[config.mk]
export PLATFORM = sky130hd
export DESIGN_NAME = source_text_tokenizer_flat
export DESIGN_NICKNAME = d
export VERILOG_FILES = /design/src/sv/stt_pkg.sv /design/src/sv/stt_req_if.sv /design/src/sv/stt_rsp_if.sv /design/src/sv/source_text_tokenizer.sv /design/src/flat_wrapper.sv
export SDC_FILE = /design/constraint.sdc
export NUM_CORES = 1
export LEC_CHECK = 0
export BUFFER_PORTS_ARGS = -buffer_cell sky130_fd_sc_hd__buf_2
export CORE_MARGIN = 2
export CORE_UTILIZATION = 25
export DETAILED_ROUTE_END_ITERATION = 8
export GPL_TIMING_DRIVEN = 0
export MAX_ROUTING_LAYER = met4
export PLACE_DENSITY_LB_ADDON = 0.12
export SLEW_MARGIN = 20
export SYNTH_ARGS = -nofsm -noshare
export SYNTH_HDL_FRONTEND = slang
export SYNTH_SLANG_ARGS = --single-unit
[constraint.sdc]
create_clock -name clock -period 10.2 [get_ports clock]
set_input_delay 0.51 -clock clock [delete_from_list [all_inputs] [get_ports clock]]
set_output_delay 0.51 -clock clock [all_outputs]
set_load 0.01 [all_outputs]
[src/sv/stt_pkg.sv]
`default_nettype none
package stt_pkg;

   localparam int POS_W  = 32;
   localparam int LEN_W  = 16;
   localparam int KIND_W = 7;
   localparam int ERR_W  = 2;
   localparam int KW_DEPTH = 9;
   localparam int KW_COUNT = 34;
   localparam int KW_BITS  = 8 * KW_DEPTH;

   localparam logic [KIND_W-1:0] KIND_PUNCT  = KIND_W'(34);
   localparam logic [KIND_W-1:0] KIND_NUMBER = KIND_W'(42);
   localparam logic [KIND_W-1:0] KIND_SYMBOL = KIND_W'(43);
   localparam logic [KIND_W-1:0] KIND_KW     = KIND_W'(44);
   localparam logic [KIND_W-1:0] KIND_TILDE  = KIND_W'(10);
   localparam logic [KIND_W-1:0] KIND_ERROR  = KIND_W'(0);

   localparam logic [ERR_W-1:0] ERR_NONE  = 2'd0;
   localparam logic [ERR_W-1:0] ERR_CHAR  = 2'd1;
   localparam logic [ERR_W-1:0] ERR_BLOCK = 2'd2;

   localparam logic [LEN_W-1:0] LEN_MAX = {LEN_W{1'b1}};

   typedef enum logic [KIND_W-1:0] {
      OP_NE, OP_NOT, OP_ANDAND, OP_ANDEQ, OP_AND, OP_OROR, OP_OREQ, OP_OR, OP_XOREQ, OP_XOR,
      OP_TILDE, OP_ADDEQ, OP_ADD, OP_SUBEQ, OP_ARROW, OP_SUB, OP_POWEQ, OP_POW, OP_MULEQ,
      OP_MUL, OP_DIVEQ, OP_DIV, OP_MODEQ, OP_MOD, OP_EQEQ, OP_ASSIGN, OP_SHLEQ, OP_SHL, OP_LE,
      OP_LT, OP_SHREQ, OP_SHR, OP_GE, OP_GT
   } op_kind_type;

   typedef enum logic [4:0] {
      MODE_IDLE, MODE_BANG, MODE_AMP, MODE_PIPE, MODE_CARET, MODE_PLUS, MODE_MINUS,
      MODE_STAR, MODE_STAR2, MODE_SLASH, MODE_PERCENT, MODE_EQUAL, MODE_LT, MODE_LT2,
      MODE_GT, MODE_GT2, MODE_NUMBER, MODE_IDENT, MODE_LINE, MODE_BLOCK, MODE_BLOCK_STAR
   } lex_mode_type;

   typedef struct packed {
      logic [KIND_W-1:0] token_kind;
      logic [POS_W-1:0]  token_start;
      logic [LEN_W-1:0]  token_length;
      logic [ERR_W-1:0]  error_code;
      logic              last_of_run;
   } rsp_item_type;

   localparam logic [KW_BITS-1:0] KW_TEXT [KW_COUNT] = '{
      "as", "bool", "break", "const", "continue", "do", "else", "explicit",
      "f32", "f64", "false", "func", "i16", "i32", "i64", "i8", "if",
      "inherits", "interface", "isize", "let", "namespace", "return", "self",
      "struct", "true", "type", "u16", "u32", "u64", "u8", "usize", "void",
      "while"};

   localparam logic [3:0] KW_LEN [KW_COUNT] = '{
      4'd2, 4'd4, 4'd5, 4'd5, 4'd8, 4'd2, 4'd4, 4'd8,
      4'd3, 4'd3, 4'd5, 4'd4, 4'd3, 4'd3, 4'd3, 4'd2, 4'd2,
      4'd8, 4'd9, 4'd5, 4'd3, 4'd9, 4'd6, 4'd4,
      4'd6, 4'd4, 4'd4, 4'd3, 4'd3, 4'd3, 4'd2, 4'd5, 4'd4,
      4'd5};

   // identifier chars are held first char in the top byte
   function automatic logic [KIND_W-1:0] ident_kind(input logic [KW_BITS-1:0] chars,
                                                    input logic [LEN_W-1:0] len,
                                                    input logic overflow);
      logic [KIND_W-1:0] kind;
      logic [KW_BITS-1:0] mask;
      logic [KW_BITS-1:0] word;
      kind = KIND_SYMBOL;
      for (int k = KW_COUNT - 1; k >= 0; k--) begin
         mask = {KW_BITS{1'b1}} << (8 * (KW_DEPTH - int'(KW_LEN[k])));
         word = KW_TEXT[k] << (8 * (KW_DEPTH - int'(KW_LEN[k])));
         if (len == LEN_W'(KW_LEN[k]) && (chars & mask) == word)
            kind = KIND_KW + KIND_W'(k);
      end
      if (overflow)
         kind = KIND_SYMBOL;
      return kind;
   endfunction

   function automatic logic [KIND_W-1:0] flush_kind(input lex_mode_type mode);
      logic [KIND_W-1:0] kind;
      case (mode)
         MODE_BANG:    kind = OP_NOT;
         MODE_AMP:     kind = OP_AND;
         MODE_PIPE:    kind = OP_OR;
         MODE_CARET:   kind = OP_XOR;
         MODE_PLUS:    kind = OP_ADD;
         MODE_MINUS:   kind = OP_SUB;
         MODE_STAR:    kind = OP_MUL;
         MODE_STAR2:   kind = OP_POW;
         MODE_SLASH:   kind = OP_DIV;
         MODE_PERCENT: kind = OP_MOD;
         MODE_EQUAL:   kind = OP_ASSIGN;
         MODE_LT:      kind = OP_LT;
         MODE_LT2:     kind = OP_SHL;
         MODE_GT:      kind = OP_GT;
         MODE_GT2:     kind = OP_SHR;
         default:      kind = OP_NE;
      endcase
      return kind;
   endfunction

endpackage
`default_nettype wire

[src/sv/stt_req_if.sv]
`default_nettype none
interface stt_req_if;
   logic       valid;
   logic       ready;
   logic [7:0] char_code;
   logic       end_of_text;

   modport source (output valid, output char_code, output end_of_text, input ready);
   modport sink (input valid, input char_code, input end_of_text, output ready);
endinterface
`default_nettype wire

[src/sv/stt_rsp_if.sv]
`default_nettype none
interface stt_rsp_if;
   logic                           valid;
   logic                           ready;
   logic [stt_pkg::KIND_W-1:0]     token_kind;
   logic [stt_pkg::POS_W-1:0]      token_start;
   logic [stt_pkg::LEN_W-1:0]      token_length;
   logic [stt_pkg::ERR_W-1:0]      error_code;
   logic                           last_of_run;

   modport source (output valid, output token_kind, output token_start, output token_length,
                   output error_code, output last_of_run, input ready);
   modport sink (input valid, input token_kind, input token_start, input token_length,
                 input error_code, input last_of_run, output ready);
endinterface
`default_nettype wire

[src/sv/source_text_tokenizer.sv]
// a result is written to the result queue when the request that completes it is accepted
// throughput: one request per cycle if ready; each yields 0 to 2 results, one leaves per cycle
// a 4-entry result queue parts the sides; req_chan.ready drops when fewer than 2 slots are free
// reset: synchronous active high, lexer idle, offsets and length zero, queue empty
`default_nettype none
module source_text_tokenizer (
   input  wire         clock,
   input  wire         reset,
   stt_req_if.sink     req_chan,
   stt_rsp_if.source   rsp_chan
);

   localparam int QD = 4;

   stt_pkg::lex_mode_type           mode_ff, mode_in;
   logic [stt_pkg::KW_BITS-1:0]     kw_ff, kw_in;
   logic                            ovf_ff, ovf_in;
   logic [stt_pkg::LEN_W-1:0]       len_ff, len_in;
   logic [stt_pkg::POS_W-1:0]       start_ff, start_in;
   logic [stt_pkg::POS_W-1:0]       pos_ff, pos_in;

   stt_pkg::rsp_item_type           q_ff [QD];
   logic [1:0]                      wr_ff, rd_ff;
   logic [2:0]                      cnt_ff;

   stt_pkg::rsp_item_type           e0, e1, ct, st;
   logic                            e0_v, e1_v, ct_v, st_v;
   logic                            consumed, tk_v, gr_v, accept, pop;
   logic [stt_pkg::KIND_W-1:0]      tk_kind;
   stt_pkg::lex_mode_type           gr_mode;
   logic [7:0]                      c;
   logic [stt_pkg::LEN_W-1:0]       len_inc;

   function automatic logic is_digit(input logic [7:0] ch);
      return ch >= "0" && ch <= "9";
   endfunction

   function automatic logic is_alpha(input logic [7:0] ch);
      return (ch >= "a" && ch <= "z") || (ch >= "A" && ch <= "Z");
   endfunction

   assign accept = req_chan.valid && req_chan.ready;
   assign pop    = rsp_chan.valid && rsp_chan.ready;
   assign req_chan.ready = cnt_ff <= 3'(QD - 2);
   assign c = req_chan.char_code;
   assign len_inc = (len_ff == stt_pkg::LEN_MAX) ? len_ff : len_ff + 1'b1;

   always_comb begin
      mode_in  = mode_ff;
      kw_in    = kw_ff;
      ovf_in   = ovf_ff;
      len_in   = len_ff;
      start_in = start_ff;
      pos_in   = pos_ff;
      ct = '0; ct_v = 1'b0;
      st = '0; st_v = 1'b0;
      consumed = 1'b0;
      tk_v = 1'b0; tk_kind = '0;
      gr_v = 1'b0; gr_mode = stt_pkg::MODE_IDLE;
      ct.token_start  = start_ff;
      ct.token_length = len_ff;
      ct.error_code   = stt_pkg::ERR_NONE;
      st.token_start  = pos_ff;
      st.token_length = stt_pkg::LEN_W'(1);
      st.error_code   = stt_pkg::ERR_NONE;

      if (req_chan.end_of_text) begin
         case (mode_ff)
            stt_pkg::MODE_IDLE, stt_pkg::MODE_LINE: ct_v = 1'b0;
            stt_pkg::MODE_NUMBER: begin
               ct_v = 1'b1;
               ct.token_kind = stt_pkg::KIND_NUMBER;
            end
            stt_pkg::MODE_IDENT: begin
               ct_v = 1'b1;
               ct.token_kind = stt_pkg::ident_kind(kw_ff, len_ff, ovf_ff);
            end
            stt_pkg::MODE_BLOCK, stt_pkg::MODE_BLOCK_STAR: begin
               ct_v = 1'b1;
               ct.token_kind = stt_pkg::KIND_ERROR;
               ct.error_code = stt_pkg::ERR_BLOCK;
            end
            default: begin
               ct_v = 1'b1;
               ct.token_kind = stt_pkg::flush_kind(mode_ff);
            end
         endcase
         mode_in  = stt_pkg::MODE_IDLE;
         len_in   = '0;
         start_in = '0;
         pos_in   = '0;
      end else begin
         case (mode_ff)
            stt_pkg::MODE_BANG: if (c == "=") begin tk_v = 1'b1; tk_kind = stt_pkg::OP_NE; end
            stt_pkg::MODE_AMP: begin
               if (c == "&") begin tk_v = 1'b1; tk_kind = stt_pkg::OP_ANDAND; end
               if (c == "=") begin tk_v = 1'b1; tk_kind = stt_pkg::OP_ANDEQ; end
            end
            stt_pkg::MODE_PIPE: begin
               if (c == "|") begin tk_v = 1'b1; tk_kind = stt_pkg::OP_OROR; end
               if (c == "=") begin tk_v = 1'b1; tk_kind = stt_pkg::OP_OREQ; end
            end
            stt_pkg::MODE_CARET:
               if (c == "=") begin tk_v = 1'b1; tk_kind = stt_pkg::OP_XOREQ; end
            stt_pkg::MODE_PLUS:
               if (c == "=") begin tk_v = 1'b1; tk_kind = stt_pkg::OP_ADDEQ; end
            stt_pkg::MODE_MINUS: begin
               if (c == "=") begin tk_v = 1'b1; tk_kind = stt_pkg::OP_SUBEQ; end
               if (c == ">") begin tk_v = 1'b1; tk_kind = stt_pkg::OP_ARROW; end
            end
            stt_pkg::MODE_STAR: begin
               if (c == "*") begin gr_v = 1'b1; gr_mode = stt_pkg::MODE_STAR2; end
               if (c == "=") begin tk_v = 1'b1; tk_kind = stt_pkg::OP_MULEQ; end
            end
            stt_pkg::MODE_STAR2:
               if (c == "=") begin tk_v = 1'b1; tk_kind = stt_pkg::OP_POWEQ; end
            stt_pkg::MODE_SLASH: begin
               if (c == "=") begin tk_v = 1'b1; tk_kind = stt_pkg::OP_DIVEQ; end
               if (c == "/") begin gr_v = 1'b1; gr_mode = stt_pkg::MODE_LINE; end
               if (c == "*") begin gr_v = 1'b1; gr_mode = stt_pkg::MODE_BLOCK; end
            end
            stt_pkg::MODE_PERCENT:
               if (c == "=") begin tk_v = 1'b1; tk_kind = stt_pkg::OP_MODEQ; end
            stt_pkg::MODE_EQUAL:
               if (c == "=") begin tk_v = 1'b1; tk_kind = stt_pkg::OP_EQEQ; end
            stt_pkg::MODE_LT: begin
               if (c == "<") begin gr_v = 1'b1; gr_mode = stt_pkg::MODE_LT2; end
               if (c == "=") begin tk_v = 1'b1; tk_kind = stt_pkg::OP_LE; end
            end
            stt_pkg::MODE_LT2:
               if (c == "=") begin tk_v = 1'b1; tk_kind = stt_pkg::OP_SHLEQ; end
            stt_pkg::MODE_GT: begin
               if (c == ">") begin gr_v = 1'b1; gr_mode = stt_pkg::MODE_GT2; end
               if (c == "=") begin tk_v = 1'b1; tk_kind = stt_pkg::OP_GE; end
            end
            stt_pkg::MODE_GT2:
               if (c == "=") begin tk_v = 1'b1; tk_kind = stt_pkg::OP_SHREQ; end
            default: tk_v = 1'b0;
         endcase

         case (mode_ff)
            stt_pkg::MODE_IDLE: consumed = 1'b0;
            stt_pkg::MODE_NUMBER: begin
               if (is_digit(c) || is_alpha(c) || c == "." || c == "_") begin
                  consumed = 1'b1;
                  len_in = len_inc;
               end else begin
                  ct_v = 1'b1;
                  ct.token_kind = stt_pkg::KIND_NUMBER;
                  mode_in = stt_pkg::MODE_IDLE;
               end
            end
            stt_pkg::MODE_IDENT: begin
               if (is_digit(c) || is_alpha(c) || c == "_") begin
                  consumed = 1'b1;
                  if (len_ff < stt_pkg::LEN_W'(stt_pkg::KW_DEPTH))
                     kw_in[stt_pkg::KW_BITS - 1 - 8 * int'(len_ff[3:0]) -: 8] = c;
                  else
                     ovf_in = 1'b1;
                  len_in = len_inc;
               end else begin
                  ct_v = 1'b1;
                  ct.token_kind = stt_pkg::ident_kind(kw_ff, len_ff, ovf_ff);
                  mode_in = stt_pkg::MODE_IDLE;
               end
            end
            stt_pkg::MODE_LINE: begin
               consumed = 1'b1;
               len_in = len_inc;
               if (c == "\n")
                  mode_in = stt_pkg::MODE_IDLE;
            end
            stt_pkg::MODE_BLOCK: begin
               consumed = 1'b1;
               len_in = len_inc;
               if (c == "*")
                  mode_in = stt_pkg::MODE_BLOCK_STAR;
            end
            stt_pkg::MODE_BLOCK_STAR: begin
               consumed = 1'b1;
               len_in = len_inc;
               if (c == "/")
                  mode_in = stt_pkg::MODE_IDLE;
               else if (c != "*")
                  mode_in = stt_pkg::MODE_BLOCK;
            end
            default: begin
               if (tk_v) begin
                  consumed = 1'b1;
                  ct_v = 1'b1;
                  ct.token_kind = tk_kind;
                  ct.token_length = len_inc;
                  mode_in = stt_pkg::MODE_IDLE;
               end else if (gr_v) begin
                  consumed = 1'b1;
                  len_in = len_inc;
                  mode_in = gr_mode;
               end else begin
                  ct_v = 1'b1;
                  ct.token_kind = stt_pkg::flush_kind(mode_ff);
                  mode_in = stt_pkg::MODE_IDLE;
               end
            end
         endcase

         if (!consumed) begin
            case (c)
               "(", ")", "{", "}", ",", ":", ";", ".": begin
                  st_v = 1'b1;
                  case (c)
                     "(":     st.token_kind = stt_pkg::KIND_PUNCT;
                     ")":     st.token_kind = stt_pkg::KIND_PUNCT + 7'd1;
                     "{":     st.token_kind = stt_pkg::KIND_PUNCT + 7'd2;
                     "}":     st.token_kind = stt_pkg::KIND_PUNCT + 7'd3;
                     ",":     st.token_kind = stt_pkg::KIND_PUNCT + 7'd4;
                     ":":     st.token_kind = stt_pkg::KIND_PUNCT + 7'd5;
                     ";":     st.token_kind = stt_pkg::KIND_PUNCT + 7'd6;
                     default: st.token_kind = stt_pkg::KIND_PUNCT + 7'd7;
                  endcase
               end
               "~": begin
                  st_v = 1'b1;
                  st.token_kind = stt_pkg::KIND_TILDE;
               end
               "!": mode_in = stt_pkg::MODE_BANG;
               "&": mode_in = stt_pkg::MODE_AMP;
               "|": mode_in = stt_pkg::MODE_PIPE;
               "^": mode_in = stt_pkg::MODE_CARET;
               "+": mode_in = stt_pkg::MODE_PLUS;
               "-": mode_in = stt_pkg::MODE_MINUS;
               "*": mode_in = stt_pkg::MODE_STAR;
               "/": mode_in = stt_pkg::MODE_SLASH;
               "%": mode_in = stt_pkg::MODE_PERCENT;
               "=": mode_in = stt_pkg::MODE_EQUAL;
               "<": mode_in = stt_pkg::MODE_LT;
               ">": mode_in = stt_pkg::MODE_GT;
               " ", "\t", "\n": st_v = 1'b0;
               default: begin
                  if (is_digit(c)) begin
                     mode_in = stt_pkg::MODE_NUMBER;
                  end else if (is_alpha(c) || c == "_") begin
                     mode_in = stt_pkg::MODE_IDENT;
                     kw_in[stt_pkg::KW_BITS-1 -: 8] = c;
                     ovf_in = 1'b0;
                  end else begin
                     st_v = 1'b1;
                     st.token_kind = stt_pkg::KIND_ERROR;
                     st.error_code = stt_pkg::ERR_CHAR;
                  end
               end
            endcase
            if (mode_in != stt_pkg::MODE_IDLE) begin
               start_in = pos_ff;
               len_in = stt_pkg::LEN_W'(1);
            end
         end
         pos_in = pos_ff + 1'b1;
      end

      e0 = ct_v ? ct : st;
      e0_v = ct_v || st_v;
      e1 = st;
      e1_v = ct_v && st_v;
      e0.last_of_run = !e1_v;
      e1.last_of_run = 1'b1;
   end

   always_ff @(posedge clock) begin
      if (reset) begin
         mode_ff  <= stt_pkg::MODE_IDLE;
         ovf_ff   <= 1'b0;
         len_ff   <= '0;
         start_ff <= '0;
         pos_ff   <= '0;
         wr_ff    <= '0;
         rd_ff    <= '0;
         cnt_ff   <= '0;
      end else begin
         if (accept) begin
            mode_ff  <= mode_in;
            ovf_ff   <= ovf_in;
            len_ff   <= len_in;
            start_ff <= start_in;
            pos_ff   <= pos_in;
         end
         wr_ff  <= wr_ff + 2'((accept && e0_v) ? 1 : 0) + 2'((accept && e1_v) ? 1 : 0);
         rd_ff  <= rd_ff + 2'(pop ? 1 : 0);
         cnt_ff <= cnt_ff + 3'((accept && e0_v) ? 1 : 0) + 3'((accept && e1_v) ? 1 : 0)
                   - 3'(pop ? 1 : 0);
      end
   end

   always_ff @(posedge clock) begin
      if (accept) begin
         kw_ff <= kw_in;
         if (e0_v)
            q_ff[wr_ff] <= e0;
         if (e1_v)
            q_ff[wr_ff + 2'd1] <= e1;
      end
   end

   assign rsp_chan.valid        = cnt_ff != 3'd0;
   assign rsp_chan.token_kind   = q_ff[rd_ff].token_kind;
   assign rsp_chan.token_start  = q_ff[rd_ff].token_start;
   assign rsp_chan.token_length = q_ff[rd_ff].token_length;
   assign rsp_chan.error_code   = q_ff[rd_ff].error_code;
   assign rsp_chan.last_of_run  = q_ff[rd_ff].last_of_run;

   a_queue_bound: assert property (@(posedge clock) disable iff (reset)
      cnt_ff <= 3'(QD))
      else $error("result queue overrun");

   a_end_clears: assert property (@(posedge clock) disable iff (reset)
      accept && req_chan.end_of_text |=> pos_ff == '0 && mode_ff == stt_pkg::MODE_IDLE)
      else $error("end marker did not clear lexer");

   a_pos_step: assert property (@(posedge clock) disable iff (reset)
      accept && !req_chan.end_of_text |=>
         pos_ff == stt_pkg::POS_W'($past(pos_ff) + 1'b1))
      else $error("offset did not advance");

endmodule
`default_nettype wire
[src/flat_wrapper.sv]
// flat-port wrapper written by rule: the top's interface ports become plain ports
module source_text_tokenizer_flat 
  (clock, reset, req_chan_valid, req_chan_char_code, req_chan_end_of_text, req_chan_ready, rsp_chan_valid, rsp_chan_token_kind, rsp_chan_token_start, rsp_chan_token_length, rsp_chan_error_code, rsp_chan_last_of_run, rsp_chan_ready);
  stt_req_if req_chan_i ();
  stt_rsp_if rsp_chan_i ();
  input  wire clock;
  input  wire reset;
  input wire logic [$bits(req_chan_i.valid)-1:0] req_chan_valid;
  input wire logic [$bits(req_chan_i.char_code)-1:0] req_chan_char_code;
  input wire logic [$bits(req_chan_i.end_of_text)-1:0] req_chan_end_of_text;
  output wire logic [$bits(req_chan_i.ready)-1:0] req_chan_ready;
  output wire logic [$bits(rsp_chan_i.valid)-1:0] rsp_chan_valid;
  output wire logic [$bits(rsp_chan_i.token_kind)-1:0] rsp_chan_token_kind;
  output wire logic [$bits(rsp_chan_i.token_start)-1:0] rsp_chan_token_start;
  output wire logic [$bits(rsp_chan_i.token_length)-1:0] rsp_chan_token_length;
  output wire logic [$bits(rsp_chan_i.error_code)-1:0] rsp_chan_error_code;
  output wire logic [$bits(rsp_chan_i.last_of_run)-1:0] rsp_chan_last_of_run;
  input wire logic [$bits(rsp_chan_i.ready)-1:0] rsp_chan_ready;
  assign req_chan_i.valid = req_chan_valid;
  assign req_chan_i.char_code = req_chan_char_code;
  assign req_chan_i.end_of_text = req_chan_end_of_text;
  assign req_chan_ready = req_chan_i.ready;
  assign rsp_chan_valid = rsp_chan_i.valid;
  assign rsp_chan_token_kind = rsp_chan_i.token_kind;
  assign rsp_chan_token_start = rsp_chan_i.token_start;
  assign rsp_chan_token_length = rsp_chan_i.token_length;
  assign rsp_chan_error_code = rsp_chan_i.error_code;
  assign rsp_chan_last_of_run = rsp_chan_i.last_of_run;
  assign rsp_chan_i.ready = rsp_chan_ready;
  source_text_tokenizer u_core (.clock(clock), .reset(reset), .req_chan(req_chan_i), .rsp_chan(rsp_chan_i));
endmodule
After elaboration in Yosys (flattened, before gate mapping)
Memories as Yosys holds them, arrays and structs flattened. A register that Yosys moved wholly into a read port is not among the register bits.
Cells that the tools add are included.
{ "totals": {"reg_bits": 165, "ram_bits": 232, "out_inout_bits": 60, "elab_cells": 366, "mem_count": 3, "inputBits": 13, "rom_bits": 192, "latchBits": 0} }
{ "classes": {"muxes": 174, "n_shift": 2, "n_reduce_logical": 68, "n_div": 0, "n_mul": 0, "add_sub_neg": 11, "n_lt_le_gt_ge": 8, "n_bitwise": 1, "eq_ne": 89} }
{ "memory_table": {"columns": ["name", "depth", "word_bits", "rd", "rd_ports_with_merged_regs", "write_ports", "line", "text"], "rows": [
  ["u_core.q_ff", 4, 58, 1, 1, 2, "source_text_tokenizer.sv:22", "stt_pkg::rsp_item_type q_ff [QD];"],
  ["(name not given)", 16, 6, 1, 1, 0, "stt_pkg.sv:81", "case (mode)"],
  ["(name not given)", 16, 6, 1, 1, 0, "stt_pkg.sv:81", null]
]} }
{ "ops": {"columns": ["operator", "count"], "rows": [
  ["two-way mux 7 bit", 43],
  ["equality test 40 x 39 -> 1 bit (second input constant)", 6],
  ["equality test 32 x 31 -> 1 bit (second input constant)", 7],
  ["equality test 24 x 23 -> 1 bit (second input constant)", 9],
  ["two-way mux 72 bit", 3],
  ["equality test 64 x 63 -> 1 bit (second input constant)", 3],
  ["two-way mux 16 bit", 11],
  ["equality test 72 x 71 -> 1 bit (second input constant)", 2],
  ["equality test 8 x 6 -> 1 bit (second input constant)", 17],
  ["two-way mux 32 bit", 4],
  ["two-way mux 5 bit", 24],
  ["one-hot mux 7 bit (14 select lines)", 1],
  ["equality test 48 x 47 -> 1 bit (second input constant)", 2],
  ["equality test 16 x 15 -> 1 bit (second input constant)", 5],
  ["variable shift 8 x 33 -> 79 bit (first input constant)", 1],
  ["variable part select 8 x 33 -> 79 bit", 1],
  ["bitwise mux 72 bit", 1],
  ["one-hot mux 5 bit (13 select lines)", 1],
  ["one-hot mux 16 bit (4 select lines)", 1],
  ["two-way mux 58 bit", 1],
  ["equality test 16 x 3 -> 1 bit (second input constant)", 3],
  ["equality test 8 x 7 -> 1 bit (second input constant)", 6],
  ["two-way mux 1 bit", 45],
  ["two-way mux 4 bit", 11],
  ["other kinds (57)", 145]
]} }

Longest topological paths before layout
{ "logic_depth": {"depth_word": 41, "mapped_depth": 16, "depth_no_buf": 14} }

Worst setup path before layout
No wires, ideal clock.
{ "synth_timing": {"kind": "in2reg", "startpoint": "input port req_chan_char_code[4]", "endpoint": "register u_core.cnt_ff[2]", "n_path_buf": 2, "path_stages": 14, "setup_ns": 0.128, "setup_slack_ns": 6.330, "t_arrival_ns": 3.742, "cell_sequence": "buf_2 or4_1 a21oi_2 o21ai_1 o21a_1 o31ai_1 buf_2 nand3_1 ha_1 inv_1 fa_1 fa_1 xor2_1 nor2_1"} }
{ "synth_between": {"elab_chain_cells": 17, "elab_cells_between_ends": 83, "classes_between": "add/sub (3); order compare (6); eq/ne (25); mux (34); reduce/logical (15)"} }
{ "synth_rtl": {"columns": ["item", "line", "text"], "rows": [
  ["from (decl)", "flat_wrapper.sv:9", "input wire logic [$bits(req_chan_i.char_code)-1:0] req_chan_char_code;"],
  ["equality test 8 x 6 -> 1 bit, or another cell as far along", "source_text_tokenizer.sv:119, source_text_tokenizer.sv:207", null],
  ["two-way mux 1 bit / logical AND 1 bit (equally long branches)", "source_text_tokenizer.sv:119, source_text_tokenizer.sv:39", null],
  ["two-way mux 1 bit / logical OR 1 bit (equally long branches)", "source_text_tokenizer.sv:120, source_text_tokenizer.sv:39", null],
  ["one-hot mux 1 bit (4 select lines) / logical OR 1 bit (equally long branches)", "source_text_tokenizer.sv:93, source_text_tokenizer.sv:144, source_text_tokenizer.sv:154", null],
  ["two-way mux 1 bit / logical OR 1 bit (equally long branches)", "source_text_tokenizer.sv:67, source_text_tokenizer.sv:144", null],
  ["two-way mux 1 bit / logical OR 1 bit (equally long branches)", "source_text_tokenizer.sv:194, source_text_tokenizer.sv:144", null],
  ["two-way mux 1 bit (on tied branches)", "source_text_tokenizer.sv:188, source_text_tokenizer.sv:144", null],
  ["one-hot mux 1 bit (4 select lines)", "source_text_tokenizer.sv:141", "case (mode_ff)"],
  ["two-way mux 1 bit", "source_text_tokenizer.sv:67", "if (req_chan.end_of_text) begin"],
  ["two-way mux 1 bit", "source_text_tokenizer.sv:206", "if (!consumed) begin"],
  ["two-way mux 1 bit", "source_text_tokenizer.sv:67", null],
  ["logical OR 1 bit", "source_text_tokenizer.sv:261", "e0_v = ct_v || st_v;"],
  ["logical AND 1 bit", "source_text_tokenizer.sv:288", "cnt_ff <= cnt_ff + 3'((accept && e0_v) ? 1 : 0) + 3'((accept && e1_v) ? 1 : 0)"],
  ["two-way mux 1 bit", "source_text_tokenizer.sv:288", null],
  ["adder 3 bit", "source_text_tokenizer.sv:288", null],
  ["adder 3 bit *", "source_text_tokenizer.sv:288", null],
  ["subtractor 3 bit *", "source_text_tokenizer.sv:289", "- 3'(pop ? 1 : 0);"],
  ["to (signal assigned)", "source_text_tokenizer.sv:288", null],
  ["to (decl)", "source_text_tokenizer.sv:24", "logic [2:0] cnt_ff;"]
]} }
Mark *: on every way between the ends. The rest lies on a longest branch, timed or not. The select of a mux whose other input is x is not followed.
A chain may end at the register's enable or synchronous reset.

Final worst setup path
Same ends and word-level chain as after synthesis.

==> results.sh <==
export IMPL_p_leak_nw=8.19
export IMPL_cts_sinks=403
export IMPL_top_usage_layer="met2"
export IMPL_critPathCaptureType="flop"
export IMPL_syn_area_um2=22100
export IMPL_vias_per_cell=5.35
export IMPL_coreArea_um2=87200
export IMPL_hp_class="in2reg"
export IMPL_grt_use_met2=0.320
export IMPL_ir_drop_uv=129
export IMPL_layout_drive_gt1_share=0.158
export IMPL_grt_pass1_wl_um=127000
export IMPL_cts_resized_gates=0
export IMPL_port_buffers=67
export IMPL_postSynth_asyncResetShare=0
export IMPL_crit_path_start_kind="primary input"
export IMPL_cts_hold_buffers=0
export IMPL_clock_path_buffers=3
export IMPL_fin_crit_ns=4.42
export IMPL_synth_top_cell_by_area="edfxtp_1"
export IMPL_grt_pass1_vias=18100
export IMPL_postSynthAreaPerCell_um2=10.7
export IMPL_postSynthCellCount=2070
export IMPL_syn_to_final_growth_pct=15.9
export IMPL_start_util=0.253
export IMPL_crit_start="req_chan_char_code[4]"
export IMPL_synthTopCellsByArea="edfxtp_1 30%, dfxtp_1 16%, a22o_1 9.0%"
export IMPL_drt_wl_total_um=87200
export IMPL_finalMaxSlewViolations=0
export IMPL_rrSetupSlack_ns=5.78
export IMPL_num_io_pins=73
export IMPL_dp_cells=3295
export IMPL_setup_viol=0
export IMPL_dp_worst_setup_slack_ns=5.19
export IMPL_cts_tree="yes"
export IMPL_synth_ff_type="edfxtp_1"
export IMPL_crit_chain="buf_2, clkinv_1, o311ai_2, o21ai_1, o21a_1, o31ai_1, buf_2, nand3_1, ha_1, inv_1, fa_1, fa_1, xor2_1, nor2_1"
export IMPL_synth_nets=2098
export IMPL_p_per_area_nw_per_um2=171
export IMPL_layout_cells_non_filler=3389
export IMPL_cp_data_arrival_time_ns=4.87
export IMPL_die_x_um=301
export IMPL_max_stage_delay_ns=0.64
export IMPL_required_ns=10.65
export IMPL_use_met1=0.257
export IMPL_hold_viol_final=0
export IMPL_synth_edf_count=224
export IMPL_post_route_util=0.293
export IMPL_ys_ff_latch=403
export IMPL_drt_iter0_drc=1309
export IMPL_ys_warnings_count=0
export IMPL_vias=18100
export IMPL_path_max_fanout=10
export IMPL_gr_total_overflow=0
export IMPL_globalplace_congestion=0.924
export IMPL_antenna_found_initial=3
export IMPL_clock_fmax_mhz=226
export IMPL_drc=0
export IMPL_grt_start_max_net_pins=41
export IMPL_postRouteAntennaNets=0
export IMPL_ff2ff_path_depth=15
export IMPL_rsz0062_at_grt="no"
export IMPL_r2r_start="u_core.cnt_ff[1]"
export IMPL_endpoint="u_core.cnt_ff[2]"
export IMPL_synth_top_cell_area_share=0.305
export IMPL_synth_seq_area_share=0.467
export IMPL_cap_viol_max_count=0
export IMPL_die_area_um2=90700
export IMPL_relSlewSlack=0.282
export IMPL_finalNetCount=2219
export IMPL_final_setup_tns_ns=0
export IMPL_postCtsSetupBuffers=0
export IMPL_slowest_stage="o311ai_2"
export IMPL_htreeDepth=2
export IMPL_worst_pin_slew_ns=1.06
export IMPL_fin_crit_sh=0.434
export IMPL_fp_dieH_um=301
export IMPL_dp_hpwl_um=64500
export IMPL_grt_use_met3=0.0214
export IMPL_cts_root_buf="clkbuf_16"
export IMPL_wl_per_cell_um=25.7
export IMPL_rows=108
export IMPL_clkTransAtPathRegs_ns=0.06
export IMPL_ys_types=104
export IMPL_clk_latency_ns=0.63
export IMPL_grt_usage=0.195
export IMPL_finalWorstSetupSlack_ns=5.78
export IMPL_numCtsBuffers=49
export IMPL_fin_skew_ns=0.0503
export IMPL_status="completed"
export IMPL_critPathKind="in2reg"
export IMPL_dr_pass1_iters=5
==> critical path: cells and delay by family <==
| kind | cells | cell delay (ns) |
|---|---|---|
| xor+xnor | 1 | 0.16 |
| fa+ha+maj | 3 | 1.19 |
| buf+inv | 4 | 1.01 |
| compound gates | 4 | 1.78 |
| simple gates | 2 | 0.21 |
==> metal layers <==
metal / vias to the layer above / part of all wire
li1: 8386 / -
met1: 9264 / 0.46
met2: 387 / 0.48
met3: 99 / 0.036
met4: 0 / 0.021
met5: - / 0
==> layout make-up <==
cell class,instances,area [µm²]
timing repair buffer,70,359
fill,9155,61600
clock buffer,55,1250
buffer,170,766
clock inverter,37,385
inverter,34,138
antenna,2,5.00
sequential,403,10300
tap,1155,1450
multi-input combinational,1463,10900
==> cell usage after synthesis (all sizes together) (13+ instances only) <==
library cell and count:
mux4 59, o21ai 58, nand2 118, and3 24, nand2b 24, buf 70
nor4bb 14, nand4b 16, inv 31, o22ai 13, nand3 47, or4 26
o32ai 15, xnor2 15, a211oi 13, nor2 149, nor4 52, or3 30
nor2b 23, nand3b 17, clkbuf 100, edfxtp 224, nand4 60, a21oi 67
xor2 33, a22o 226, or2 15, nor3 91, and2 54, dfxtp 179
==> how the worst min path moves through the flow <==
| stage | cells past startpoint | slack, ns | endpoint | from |
|---|---|---|---|---|
| detailed placement | 1 | 0.44 | u_core.q_ff[3][55] | u_core.q_ff[3][55] |
| finish | 2 | 0.38 | u_core.cnt_ff[0] | reset |
| CTS | 2 | 0.36 | u_core.cnt_ff[0] | reset |
| global route | 2 | 0.40 | u_core.cnt_ff[0] | reset |
| floorplan | 1 | 0.43 | u_core.q_ff[2][55] | u_core.q_ff[2][55] |
| global placement | 1 | 0.44 | u_core.q_ff[3][55] | u_core.q_ff[3][55] |
==> layout by cell type, fill, tap and decap left out, types with 52 or more instances in the layout <==
master    Yosys  layout
a21oi_1      60      60
nor3_1       85      82
mux4_2       59      59
edfxtp_1    224     224
and2_1       54      54
nand2_1     117     117
buf_2        37     105
o21ai_0      52      52
a22o_1      226     226
dfxtp_1     179     179
nor2_1      141     141
nand4_1      59      59
clkbuf_1    100     105
==> logic make-up (layout without fill, tap and decap cells) <==
group / count (synthesis) / in the layout / share of synthesized area
xor gates and xnor gates: 48 / 48 / 0.0191
other: 0 / 2 / 0
muxes: 71 / 71 / 0.0661
AOI/OAI and AO/OA: 505 / 505 / 0.180
and+or+nand+nor: 824 / 824 / 0.218
DFF: 403 / 403 / 0.467
buffers and inverters: 204 / 366 / 0.0404
adders and majority gates: 15 / 15 / 0.00953
==> where the power goes <==
group / leakage, nW / total, mW / internal (mW) / switching [mW]
combinational: 3.91 / 0.795 / 0.286 / 0.509
clock: 0.806 / 1.79 / 1.02 / 0.768
sequential: 3.48 / 1.79 / 1.77 / 0.0284
==> per-stage QoR <==
stage | hold WS (ns) | instance area [µm²] | power, mW
4_1_cts | 0.362 | 25500 | 4.45
3_3_place_gp | 0.440 | 23800 | 2.64
3_5_place_dp | 0.444 | 23900 | 2.64
5_1_grt | 0.400 | 25600 | 4.56
6_report | 0.382 | 25600 | 4.38
2_1_floorplan | 0.427 | 22100 | 2.31
Power figures use the tool's default switching activity.
